==> config.mk <==
export PLATFORM = sky130hd
export DESIGN_NAME = key_value_text_tokenizer
export DESIGN_NICKNAME = d
export VERILOG_FILES = /design/src/rtl/kvtt_pkg.sv /design/src/rtl/kvtt_front.sv /design/src/rtl/kvtt_queue.sv /design/src/rtl/kvtt_back.sv /design/src/rtl/key_value_text_tokenizer.sv
export SDC_FILE = /design/constraint.sdc
export NUM_CORES = 1
export LEC_CHECK = 0
export ABC_CLOCK_PERIOD_IN_PS = 14100
export BUFFER_PORTS_ARGS = -buffer_cell sky130_fd_sc_hd__buf_4
export CORE_ASPECT_RATIO = 1.5
export CORE_MARGIN = 2
export CORE_UTILIZATION = 65
export CTS_BUF_LIST = sky130_fd_sc_hd__clkbuf_4 sky130_fd_sc_hd__clkbuf_8
export CTS_CLUSTER_SIZE = 10
export DETAILED_ROUTE_END_ITERATION = 12
export PLACE_DENSITY = 0.92
export SLEW_MARGIN = 30
export SYNTH_ARGS = -nofsm -noshare
export SYNTH_HDL_FRONTEND = slang
export SYNTH_SLANG_ARGS = --single-unit
==> constraint.sdc <==
create_clock -name i_clk -period 14.1 [get_ports i_clk]
set_clock_uncertainty 0.15 [all_clocks]
set_input_delay 2.82 -clock i_clk [delete_from_list [all_inputs] [get_ports i_clk]]
set_output_delay 2.82 -clock i_clk [all_outputs]
set_load 0.005 [all_outputs]
==> src/rtl/kvtt_pkg.sv <==
// Shared types and constants of the key/value text tokenizer.
`default_nettype none
package kvtt_pkg;

    localparam logic [2:0] KIND_KEY  = 3'd0;
    localparam logic [2:0] KIND_VAL  = 3'd1;
    localparam logic [2:0] KIND_HEX  = 3'd2;
    localparam logic [2:0] KIND_PAIR = 3'd3;
    localparam logic [2:0] KIND_DONE = 3'd4;
    localparam logic [2:0] KIND_ERR  = 3'd5;

    localparam logic [7:0] CH_NUL    = 8'h00;
    localparam logic [7:0] CH_SPACE  = 8'h20;
    localparam logic [7:0] CH_TAB    = 8'h09;
    localparam logic [7:0] CH_CR     = 8'h0D;
    localparam logic [7:0] CH_EQ     = 8'h3D;
    localparam logic [7:0] CH_SQUOTE = 8'h27;
    localparam logic [7:0] CH_DQUOTE = 8'h22;
    localparam logic [7:0] CH_BSLASH = 8'h5C;
    localparam logic [7:0] CH_COLON  = 8'h3A;
    localparam logic [7:0] CH_H      = 8'h68;
    localparam logic [7:0] CH_E      = 8'h65;
    localparam logic [7:0] CH_X      = 8'h78;

    localparam logic [2:0][7:0] HEX_PREFIX = {CH_X, CH_E, CH_H};

    typedef struct packed {
        logic [1:0] held;
        logic       has_main;
        logic [7:0] main_byte;
        logic [2:0] main_kind;
        logic       add_done;
    } t_cmd;

endpackage
`default_nettype wire

==> src/rtl/kvtt_front.sv <==
// Front end: parses each text byte and turns it into at most one result command.
`default_nettype none
module kvtt_front (
    input  wire              i_clk,
    input  wire              i_rst_n,
    input  wire              i_valid,
    input  wire  [7:0]       i_byte,
    input  wire              i_full,
    output logic             o_ready,
    output logic             o_push,
    output kvtt_pkg::t_cmd   o_cmd
);
    import kvtt_pkg::*;

    typedef enum logic [3:0] {
        ST_WS, ST_KEY, ST_AFTER_KEY, ST_VAL_START, ST_BARE, ST_DQ, ST_DQ_ESC,
        ST_SQ, ST_SQ_ESC, ST_HEX, ST_PEND_H, ST_PEND_HE, ST_PEND_HEX
    } t_state;

    t_state     r_state, n_state;
    logic [3:0] r_hi, n_hi;
    logic       r_pend, n_pend;
    logic       r_disc, n_disc;
    t_cmd       cmd;
    logic       accept;
    logic       is_ws;
    logic       is_nul;
    logic       is_hex;
    logic [3:0] hex_d;
    logic [7:0] c;

    assign c       = i_byte;
    assign o_ready = !i_full;
    assign accept  = i_valid && !i_full;
    assign is_nul  = (c == CH_NUL);
    assign is_ws   = (c == CH_SPACE) || ((c >= CH_TAB) && (c <= CH_CR));

    always_comb begin
        is_hex = 1'b1;
        hex_d  = 4'd0;
        if (c >= 8'h30 && c <= 8'h39) begin
            hex_d = 4'(c - 8'h30);
        end else if (c >= 8'h41 && c <= 8'h46) begin
            hex_d = 4'(c - 8'h37);
        end else if (c >= 8'h61 && c <= 8'h66) begin
            hex_d = 4'(c - 8'h57);
        end else begin
            is_hex = 1'b0;
        end
    end

    always_comb begin
        n_state = r_state;
        n_hi    = r_hi;
        n_pend  = r_pend;
        n_disc  = r_disc;
        cmd     = '0;
        if (r_disc) begin
            if (is_nul) begin
                n_state = ST_WS;
                n_hi    = 4'd0;
                n_pend  = 1'b0;
                n_disc  = 1'b0;
            end
        end else begin
            case (r_state)
                ST_KEY: begin
                    if (is_nul || (!is_ws && c != CH_EQ && c[7])) begin
                        cmd.has_main  = 1'b1;
                        cmd.main_kind = KIND_ERR;
                        n_state = ST_WS;
                        n_disc  = !is_nul;
                    end else if (c == CH_EQ) begin
                        n_state = ST_VAL_START;
                    end else if (is_ws) begin
                        n_state = ST_AFTER_KEY;
                    end else begin
                        cmd.has_main  = 1'b1;
                        cmd.main_byte = c;
                        cmd.main_kind = KIND_KEY;
                    end
                end
                ST_AFTER_KEY: begin
                    if (c == CH_EQ) begin
                        n_state = ST_VAL_START;
                    end else if (is_nul || !is_ws) begin
                        cmd.has_main  = 1'b1;
                        cmd.main_kind = KIND_ERR;
                        n_state = ST_WS;
                        n_disc  = !is_nul;
                    end
                end
                ST_VAL_START: begin
                    if (is_nul) begin
                        cmd.has_main  = 1'b1;
                        cmd.main_kind = KIND_ERR;
                        n_state = ST_WS;
                    end else if (c == CH_H) begin
                        n_state = ST_PEND_H;
                    end else if (c == CH_SQUOTE) begin
                        n_state = ST_SQ;
                    end else if (c == CH_DQUOTE) begin
                        n_state = ST_DQ;
                    end else if (!is_ws) begin
                        cmd.has_main  = 1'b1;
                        cmd.main_byte = c;
                        cmd.main_kind = KIND_VAL;
                        n_state = ST_BARE;
                    end
                end
                ST_BARE, ST_PEND_H, ST_PEND_HE, ST_PEND_HEX: begin
                    if (r_state == ST_PEND_H && c == CH_E) begin
                        n_state = ST_PEND_HE;
                    end else if (r_state == ST_PEND_HE && c == CH_X) begin
                        n_state = ST_PEND_HEX;
                    end else if (r_state == ST_PEND_HEX && c == CH_COLON) begin
                        n_state = ST_HEX;
                        n_hi    = 4'd0;
                        n_pend  = 1'b0;
                    end else begin
                        case (r_state)
                            ST_PEND_H:   cmd.held = 2'd1;
                            ST_PEND_HE:  cmd.held = 2'd2;
                            ST_PEND_HEX: cmd.held = 2'd3;
                            default:     cmd.held = 2'd0;
                        endcase
                        n_state       = ST_BARE;
                        cmd.has_main  = 1'b1;
                        if (is_nul || is_ws) begin
                            cmd.main_kind = KIND_PAIR;
                            cmd.add_done  = is_nul;
                            n_state       = ST_WS;
                            if (is_nul) begin
                                n_hi   = 4'd0;
                                n_pend = 1'b0;
                            end
                        end else begin
                            cmd.main_byte = c;
                            cmd.main_kind = KIND_VAL;
                        end
                    end
                end
                ST_DQ, ST_SQ: begin
                    if (is_nul) begin
                        cmd.has_main  = 1'b1;
                        cmd.main_kind = KIND_ERR;
                        n_state = ST_WS;
                    end else if ((r_state == ST_DQ && c == CH_DQUOTE) ||
                                 (r_state == ST_SQ && c == CH_SQUOTE)) begin
                        cmd.has_main  = 1'b1;
                        cmd.main_kind = KIND_PAIR;
                        n_state = ST_WS;
                    end else if (c == CH_BSLASH) begin
                        n_state = (r_state == ST_DQ) ? ST_DQ_ESC : ST_SQ_ESC;
                    end else begin
                        cmd.has_main  = 1'b1;
                        cmd.main_byte = c;
                        cmd.main_kind = KIND_VAL;
                    end
                end
                ST_DQ_ESC, ST_SQ_ESC: begin
                    cmd.has_main = 1'b1;
                    if (is_nul) begin
                        cmd.main_kind = KIND_ERR;
                        n_state = ST_WS;
                    end else begin
                        cmd.main_byte = c;
                        cmd.main_kind = KIND_VAL;
                        n_state = (r_state == ST_DQ_ESC) ? ST_DQ : ST_SQ;
                    end
                end
                ST_HEX: begin
                    if (is_hex) begin
                        if (r_pend) begin
                            cmd.has_main  = 1'b1;
                            cmd.main_byte = {r_hi, hex_d};
                            cmd.main_kind = KIND_HEX;
                            n_pend = 1'b0;
                            n_hi   = 4'd0;
                        end else begin
                            n_hi   = hex_d;
                            n_pend = 1'b1;
                        end
                    end else begin
                        cmd.has_main = 1'b1;
                        n_state      = ST_WS;
                        if ((is_nul || is_ws) && !r_pend) begin
                            cmd.main_kind = KIND_PAIR;
                            cmd.add_done  = is_nul;
                        end else begin
                            cmd.main_kind = KIND_ERR;
                            n_hi   = 4'd0;
                            n_pend = 1'b0;
                            n_disc = !is_nul;
                        end
                    end
                end
                default: begin
                    if (is_nul) begin
                        cmd.has_main  = 1'b1;
                        cmd.main_kind = KIND_DONE;
                        n_state = ST_WS;
                        n_hi    = 4'd0;
                        n_pend  = 1'b0;
                    end else if (c == CH_EQ || (!is_ws && c[7])) begin
                        cmd.has_main  = 1'b1;
                        cmd.main_kind = KIND_ERR;
                        n_state = ST_WS;
                        n_disc  = 1'b1;
                    end else if (!is_ws) begin
                        cmd.has_main  = 1'b1;
                        cmd.main_byte = c;
                        cmd.main_kind = KIND_KEY;
                        n_state = ST_KEY;
                    end
                end
            endcase
        end
    end

    assign o_cmd  = cmd;
    assign o_push = accept && (cmd.has_main || (cmd.held != 2'd0));

    always_ff @(posedge i_clk) begin
        if (!i_rst_n) begin
            r_state <= ST_WS;
            r_hi    <= 4'd0;
            r_pend  <= 1'b0;
            r_disc  <= 1'b0;
        end else if (accept) begin
            r_state <= n_state;
            r_hi    <= n_hi;
            r_pend  <= n_pend;
            r_disc  <= n_disc;
        end
    end

endmodule
`default_nettype wire

==> src/rtl/kvtt_queue.sv <==
// Short command queue between the parser front end and the result back end.
`default_nettype none
module kvtt_queue #(
    parameter int DEPTH = 4
) (
    input  wire              i_clk,
    input  wire              i_rst_n,
    input  wire              i_push,
    input  kvtt_pkg::t_cmd   i_cmd,
    input  wire              i_pop,
    output logic             o_full,
    output logic             o_empty,
    output kvtt_pkg::t_cmd   o_cmd
);
    import kvtt_pkg::*;

    localparam int AW = (DEPTH > 1) ? $clog2(DEPTH) : 1;
    localparam int CW = $clog2(DEPTH + 1);

    t_cmd          r_mem [DEPTH];
    logic [AW-1:0] r_wr, r_rd;
    logic [CW-1:0] r_cnt;
    logic          do_push, do_pop;

    assign o_full  = (r_cnt == CW'(DEPTH));
    assign o_empty = (r_cnt == '0);
    assign o_cmd   = r_mem[r_rd];
    assign do_push = i_push && !o_full;
    assign do_pop  = i_pop && !o_empty;

    always_ff @(posedge i_clk) begin
        if (do_push) begin
            r_mem[r_wr] <= i_cmd;
        end
    end

    always_ff @(posedge i_clk) begin
        if (!i_rst_n) begin
            r_wr  <= '0;
            r_rd  <= '0;
            r_cnt <= '0;
        end else begin
            if (do_push) begin
                r_wr <= (r_wr == AW'(DEPTH - 1)) ? '0 : r_wr + 1'b1;
            end
            if (do_pop) begin
                r_rd <= (r_rd == AW'(DEPTH - 1)) ? '0 : r_rd + 1'b1;
            end
            if (do_push && !do_pop) begin
                r_cnt <= r_cnt + 1'b1;
            end else if (do_pop && !do_push) begin
                r_cnt <= r_cnt - 1'b1;
            end
        end
    end

endmodule
`default_nettype wire

==> src/rtl/kvtt_back.sv <==
// Back end: expands each command into tagged result transactions.
`default_nettype none
module kvtt_back (
    input  wire              i_clk,
    input  wire              i_rst_n,
    input  wire              i_empty,
    input  kvtt_pkg::t_cmd   i_cmd,
    output logic             o_pop,
    output logic             o_valid,
    input  wire              i_ready,
    output logic [7:0]       o_byte,
    output logic [2:0]       o_kind,
    output logic             o_last
);
    import kvtt_pkg::*;

    logic [2:0] r_step;
    logic       r_valid;
    logic [7:0] r_byte;
    logic [2:0] r_kind;
    logic       r_last;
    logic       load;
    logic [2:0] total;
    logic       item_last;
    logic [7:0] item_byte;
    logic [2:0] item_kind;

    assign total = 3'(i_cmd.held) + 3'(i_cmd.has_main) + 3'(i_cmd.add_done);
    assign item_last = (r_step == total - 3'd1);
    assign load  = !r_valid || i_ready;
    assign o_pop = load && !i_empty && item_last;

    always_comb begin
        if (r_step < 3'(i_cmd.held)) begin
            item_byte = HEX_PREFIX[r_step[1:0]];
            item_kind = KIND_VAL;
        end else if (r_step == 3'(i_cmd.held) && i_cmd.has_main) begin
            item_byte = i_cmd.main_byte;
            item_kind = i_cmd.main_kind;
        end else begin
            item_byte = 8'd0;
            item_kind = KIND_DONE;
        end
    end

    always_ff @(posedge i_clk) begin
        if (!i_rst_n) begin
            r_valid <= 1'b0;
            r_step  <= 3'd0;
        end else if (load) begin
            r_valid <= !i_empty;
            if (!i_empty) begin
                r_step <= item_last ? 3'd0 : r_step + 3'd1;
            end
        end
    end

    always_ff @(posedge i_clk) begin
        if (load && !i_empty) begin
            r_byte <= item_byte;
            r_kind <= item_kind;
            r_last <= item_last;
        end
    end

    assign o_valid = r_valid;
    assign o_byte  = r_byte;
    assign o_kind  = r_kind;
    assign o_last  = r_last;

endmodule
`default_nettype wire

==> src/rtl/key_value_text_tokenizer.sv <==
// Top level of the key/value text tokenizer: front end, queue and back end.
// Usage:
// The slave channel takes one text byte per transaction in s_axis_tdata; a zero
// byte ends the text. The master channel gives one tagged result per transaction:
// m_axis_tdata carries the key, value or decoded hex byte, m_axis_tuser the kind
// (key, value, hex, pair end, done, error) and m_axis_tlast marks the final result
// that one input byte causes. The front end parses one byte per cycle while the
// queue is not full and pushes its commands into a queue of FIFO_DEPTH entries;
// the back end expands each command at one result per cycle while the receiver is
// ready. A byte's first result passes through the queue and the output register.
// Bytes with no or one result sustain one byte per cycle while the output keeps
// up; a byte with n results holds the output until all n are given, and the queue
// absorbs short bursts. The slave tready drops only while the queue is full. When
// the receiver stalls, the output register holds its transaction and the queue
// fills; then input stalls too. Reset clears the parser state, the queue and the
// output valid, and the block is ready for a new text at once.
`default_nettype none
module key_value_text_tokenizer #(
    parameter int FIFO_DEPTH = 4
) (
    input  wire        i_clk,
    input  wire        i_rst_n,
    input  wire        i_s_axis_tvalid,
    output logic       o_s_axis_tready,
    input  wire  [7:0] i_s_axis_tdata,   // [7:0] in_byte
    output logic       o_m_axis_tvalid,
    input  wire        i_m_axis_tready,
    output logic [7:0] o_m_axis_tdata,   // [7:0] out_byte
    output logic [2:0] o_m_axis_tuser,   // [2:0] kind
    output logic       o_m_axis_tlast
);
    import kvtt_pkg::*;

    t_cmd front_cmd;
    t_cmd queue_cmd;
    logic push, pop, full, empty;

    kvtt_front u_front (
        .i_clk   (i_clk),
        .i_rst_n (i_rst_n),
        .i_valid (i_s_axis_tvalid),
        .i_byte  (i_s_axis_tdata),
        .i_full  (full),
        .o_ready (o_s_axis_tready),
        .o_push  (push),
        .o_cmd   (front_cmd)
    );

    kvtt_queue #(
        .DEPTH (FIFO_DEPTH)
    ) u_queue (
        .i_clk   (i_clk),
        .i_rst_n (i_rst_n),
        .i_push  (push),
        .i_cmd   (front_cmd),
        .i_pop   (pop),
        .o_full  (full),
        .o_empty (empty),
        .o_cmd   (queue_cmd)
    );

    kvtt_back u_back (
        .i_clk   (i_clk),
        .i_rst_n (i_rst_n),
        .i_empty (empty),
        .i_cmd   (queue_cmd),
        .o_pop   (pop),
        .o_valid (o_m_axis_tvalid),
        .i_ready (i_m_axis_tready),
        .o_byte  (o_m_axis_tdata),
        .o_kind  (o_m_axis_tuser),
        .o_last  (o_m_axis_tlast)
    );

endmodule
`default_nettype wire
==> results.yml <==
outcome:
  outcome: "finished clean"
worst_setup_path:
  path_class: "input pin to register"
  path_buf_inv: 4
  cp_max_fo: 11
  worst-r2r-cell-count: 17
  r2r_slack_ns: 9.50
  cp.arrival_ns: 6.04
  endpoint_kind: "register"
  slowest_stage: "or3b_2"
  slowest_delay_ns: 0.51
  crit_required_ns: 14.22
  crit_family: "compound AO/OA/AOI/OAI gates"
  cp-start-kind: "input pin"
  crit_chain: "buf_4 -> inv_1 -> ha_1 -> or3b_2 -> a21oi_1 -> o21ai_0 -> buf_4 -> a2111oi_0 -> a311o_1 -> nor2_1 -> ha_1 -> inv_1 -> fa_1 -> xor2_1 -> or3_1 -> a21oi_1"
  rr_endpoint: "u_queue.r_cnt[2]$_SDFFE_PN0P_"
worst_hold_path:
  holdPathEnd: "u_front.r_hi[3]$_SDFFE_PN0P_"
  min_from: "u_front.r_hi[3]$_SDFFE_PN0P_"
  hold_path.class: "register to register"
  hold_path_depth: 1
sta:
  timing.final.crit_period_ns: 5.92
  rsz0062_at_grt: "no"
  fin_ws_ns: 8.18
  tightest_slew_ns: 0.901
  relSlewSlack_pct: 38.4
  hold_viol: 0
  finalSetupViolCount: 0
  slew_violations: 0
  finalSetupTns_ns: 0
  fmax_mhz: 169
  fin_crit_sh_pct: 42.0
final_layout:
  diodes: 0
  syn2layout_area_growth_pct: 8.25
  fillers: 548
  final_layout_size_suffix_gt1_share_pct: 15.5
  nets: 531
  regArea_um2: 2620
  multiInputGateArea_um2: 2430
  fin_cells: 608
clocking:
  clkSinkCount: 95
  ctsResizeCount: 0
  cts_buffers: 9
  path_clk_slew_ns: 0.09
  hold_buffers: 0
  cts_tree: "built"
  worstSkewPairLatency_ns: 0.36
  clk_path_buf_depth: 2
  clockRootBuffer: "clkbuf_8"
  h-tree-depth: 3
  cts_setup_buffers: 0
placement:
  io_buffers: 25
  place_hpwl_mm: 9.41
  gp_congestion: 1.03
  dp.cells: 592
  dp_slack_ns: 7.88
route:
  viasPerCell: 6.77
  drc: 0
  drt-total-wl_mm: 12.8
  first_pass_iters: 5
  routedWlPerCell_um: 21.1
  ant_nets: 0
  drtIter0Drc: 408
  vias: 4115
synthesis:
  post-synth-top-count-cell: "edfxtp_1"
  synthTopCellsByCount: "edfxtp_1 (72), nand2_1 (35), a21oi_1 (34)"
  syn_area_per_cell_um2: 10.9
  synthArstFlopShare_pct: 0
  synth-edff-count: 72
  ys_seq_area_share_pct: 49.8
  syn_area_um2: 5270
  yosysWarnings: 0
  dominantRegCellSynth: "edfxtp_1"
  synth.distinct_cells: 72
  postSynthCellCount: 482
  synth_top_area_share_pct: 41.1
  synth_top_area_cell: "edfxtp_1"
  synthesis.nets: 515
  synth_area_leaders: "edfxtp_1 (41%), dfxtp_1 (8.7%), mux4_2 (6.4%), ha_1 (4.5%), a21oi_1 (3.2%)"
  ys_ff_latch: 95
grt:
  grt_antenna_before_repair: 0
  grt_pass1_wl_mm: 20.7
  grt_max_degree: 27
  grt_pass1_vias: 4115
  grt_overflow: 0
  grtUsageTotal_pct: 30.7
floorplanning:
  initial_core_util_pct: 66.2
  die-area_um2: 8850
  fp.dieW_um: 77.5
  boundaryPins: 26
  die_h_um: 114
  rows: 40
  core-area_um2: 7960
power_and_ir_drop:
  ir_worst_vdd_v: 0.0000834
  leakage_nw: 2.05
  power_density_nw_per_um2: 145
job:
  cap_violations: 0
[worst max-delay path by stage]
stage,startpoint,endpoint,slack (ns),depth (start not counted)
finish,i_s_axis_tdata[0],u_queue.r_cnt[2]$_SDFFE_PN0P_,8.18,16
global route,i_s_axis_tdata[0],u_queue.r_cnt[2]$_SDFFE_PN0P_,7.96,16
CTS,i_s_axis_tdata[0],u_queue.r_cnt[2]$_SDFFE_PN0P_,8.23,16
detailed placement,i_s_axis_tdata[0],u_queue.r_cnt[2]$_SDFFE_PN0P_,7.88,16
global placement,i_s_axis_tdata[0],u_queue.r_cnt[2]$_SDFFE_PN0P_,8.00,16
floorplan,i_s_axis_tdata[0],u_queue.r_cnt[2]$_SDFFE_PN0P_,8.09,16
[area by class of cell]
type | count | share of cell area, %
Sequential cell | 95 | 46.0
Multi-Input combinational cell | 332 | 42.6
Timing Repair Buffer | 30 | 3.95
Tap cell | 105 | 2.31
Clock buffer | 9 | 2.17
Inverter | 30 | 1.98
Clock inverter | 7 | 0.988
[sequential cells by signal, indices dropped and copies added (netlist names), 2 cells and up, named ones only]
| register | count |
|---|---|
| u_front.r_state | 4 |
| u_back.o_byte | 8 |
| u_back.o_kind | 3 |
| u_queue.r_wr | 2 |
| u_queue.r_rd | 2 |
| u_queue.r_cnt | 3 |
| u_back.r_step | 3 |
| u_front.r_hi | 4 |
| u_queue.r_mem | 60 |
[where the power goes]
| group | internal (mW) | total (mW) | switching (mW) |
|---|---|---|---|
| Clock | 0.0665 | 0.162 | 0.0958 |
| Sequential | 0.363 | 0.396 | 0.0324 |
| Combinational | 0.119 | 0.267 | 0.147 |
| Total | 0.549 | 0.825 | 0.276 |
[per-layer routing]
| layer | vias to the layer above | global-route usage [%] | wire length (um) | share of wire, % |
|---|---|---|---|---|
| li1 | 1864 | - | - | - |
| met1 | 1953 | 32.7 | 4400 | 34 |
| met2 | 222 | 56.7 | 6910 | 54 |
| met3 | 76 | 4.73 | 729 | 5.7 |
| met4 | 0 | 18.2 | 797 | 6.2 |
| met5 | - | 0 | 0 | 0 |
[placed cells by master (no fill, tap or decap), drive strengths merged, types with 7 or more instances in the layout]
| cell | count |
|---|---|
| ha | 19 |
| dfxtp | 23 |
| inv | 32 |
| nand2b | 7 |
| and3 | 8 |
| nor2 | 28 |
| nor3 | 13 |
| nand2 | 35 |
| nand4 | 8 |
| a21oi | 35 |
| nor4 | 7 |
| edfxtp | 72 |
| a31oi | 7 |
| buf | 30 |
| nand3 | 12 |
| o21ai | 28 |
| nor2b | 8 |
| mux4 | 15 |
| clkbuf | 9 |
[cell families (layout without fill, tap and decap cells)]
| logic type | count (synthesis) | after routing | share of synthesized area (%) |
|---|---|---|---|
| muxes | 21 | 21 | 7.56 |
| adders and majority gates | 21 | 21 | 5.28 |
| and+or+nand+nor | 159 | 159 | 16.6 |
| AOI/OAI and AO/OA | 121 | 121 | 15.0 |
| DFF | 95 | 95 | 49.8 |
| buffers and inverters | 55 | 76 | 4.11 |
| xor gates and xnor gates | 10 | 10 | 1.66 |
[stage by stage]
step | hold WS (ns) | instance area, um^2 | total power [mW] | util (%)
2_1_floorplan | 0.282 | 5270 | 0.575 | -
3_3_place_gp | 0.299 | 5520 | 0.642 | 69.3
3_5_place_dp | 0.306 | 5520 | 0.667 | 69.4
4_1_cts | 0.327 | 5700 | 0.826 | 71.6
5_1_grt | 0.347 | 5700 | 0.871 | 71.6
6_report | 0.328 | 5700 | 0.825 | 71.6
Note: power is estimated with default switching activity, not from simulation.
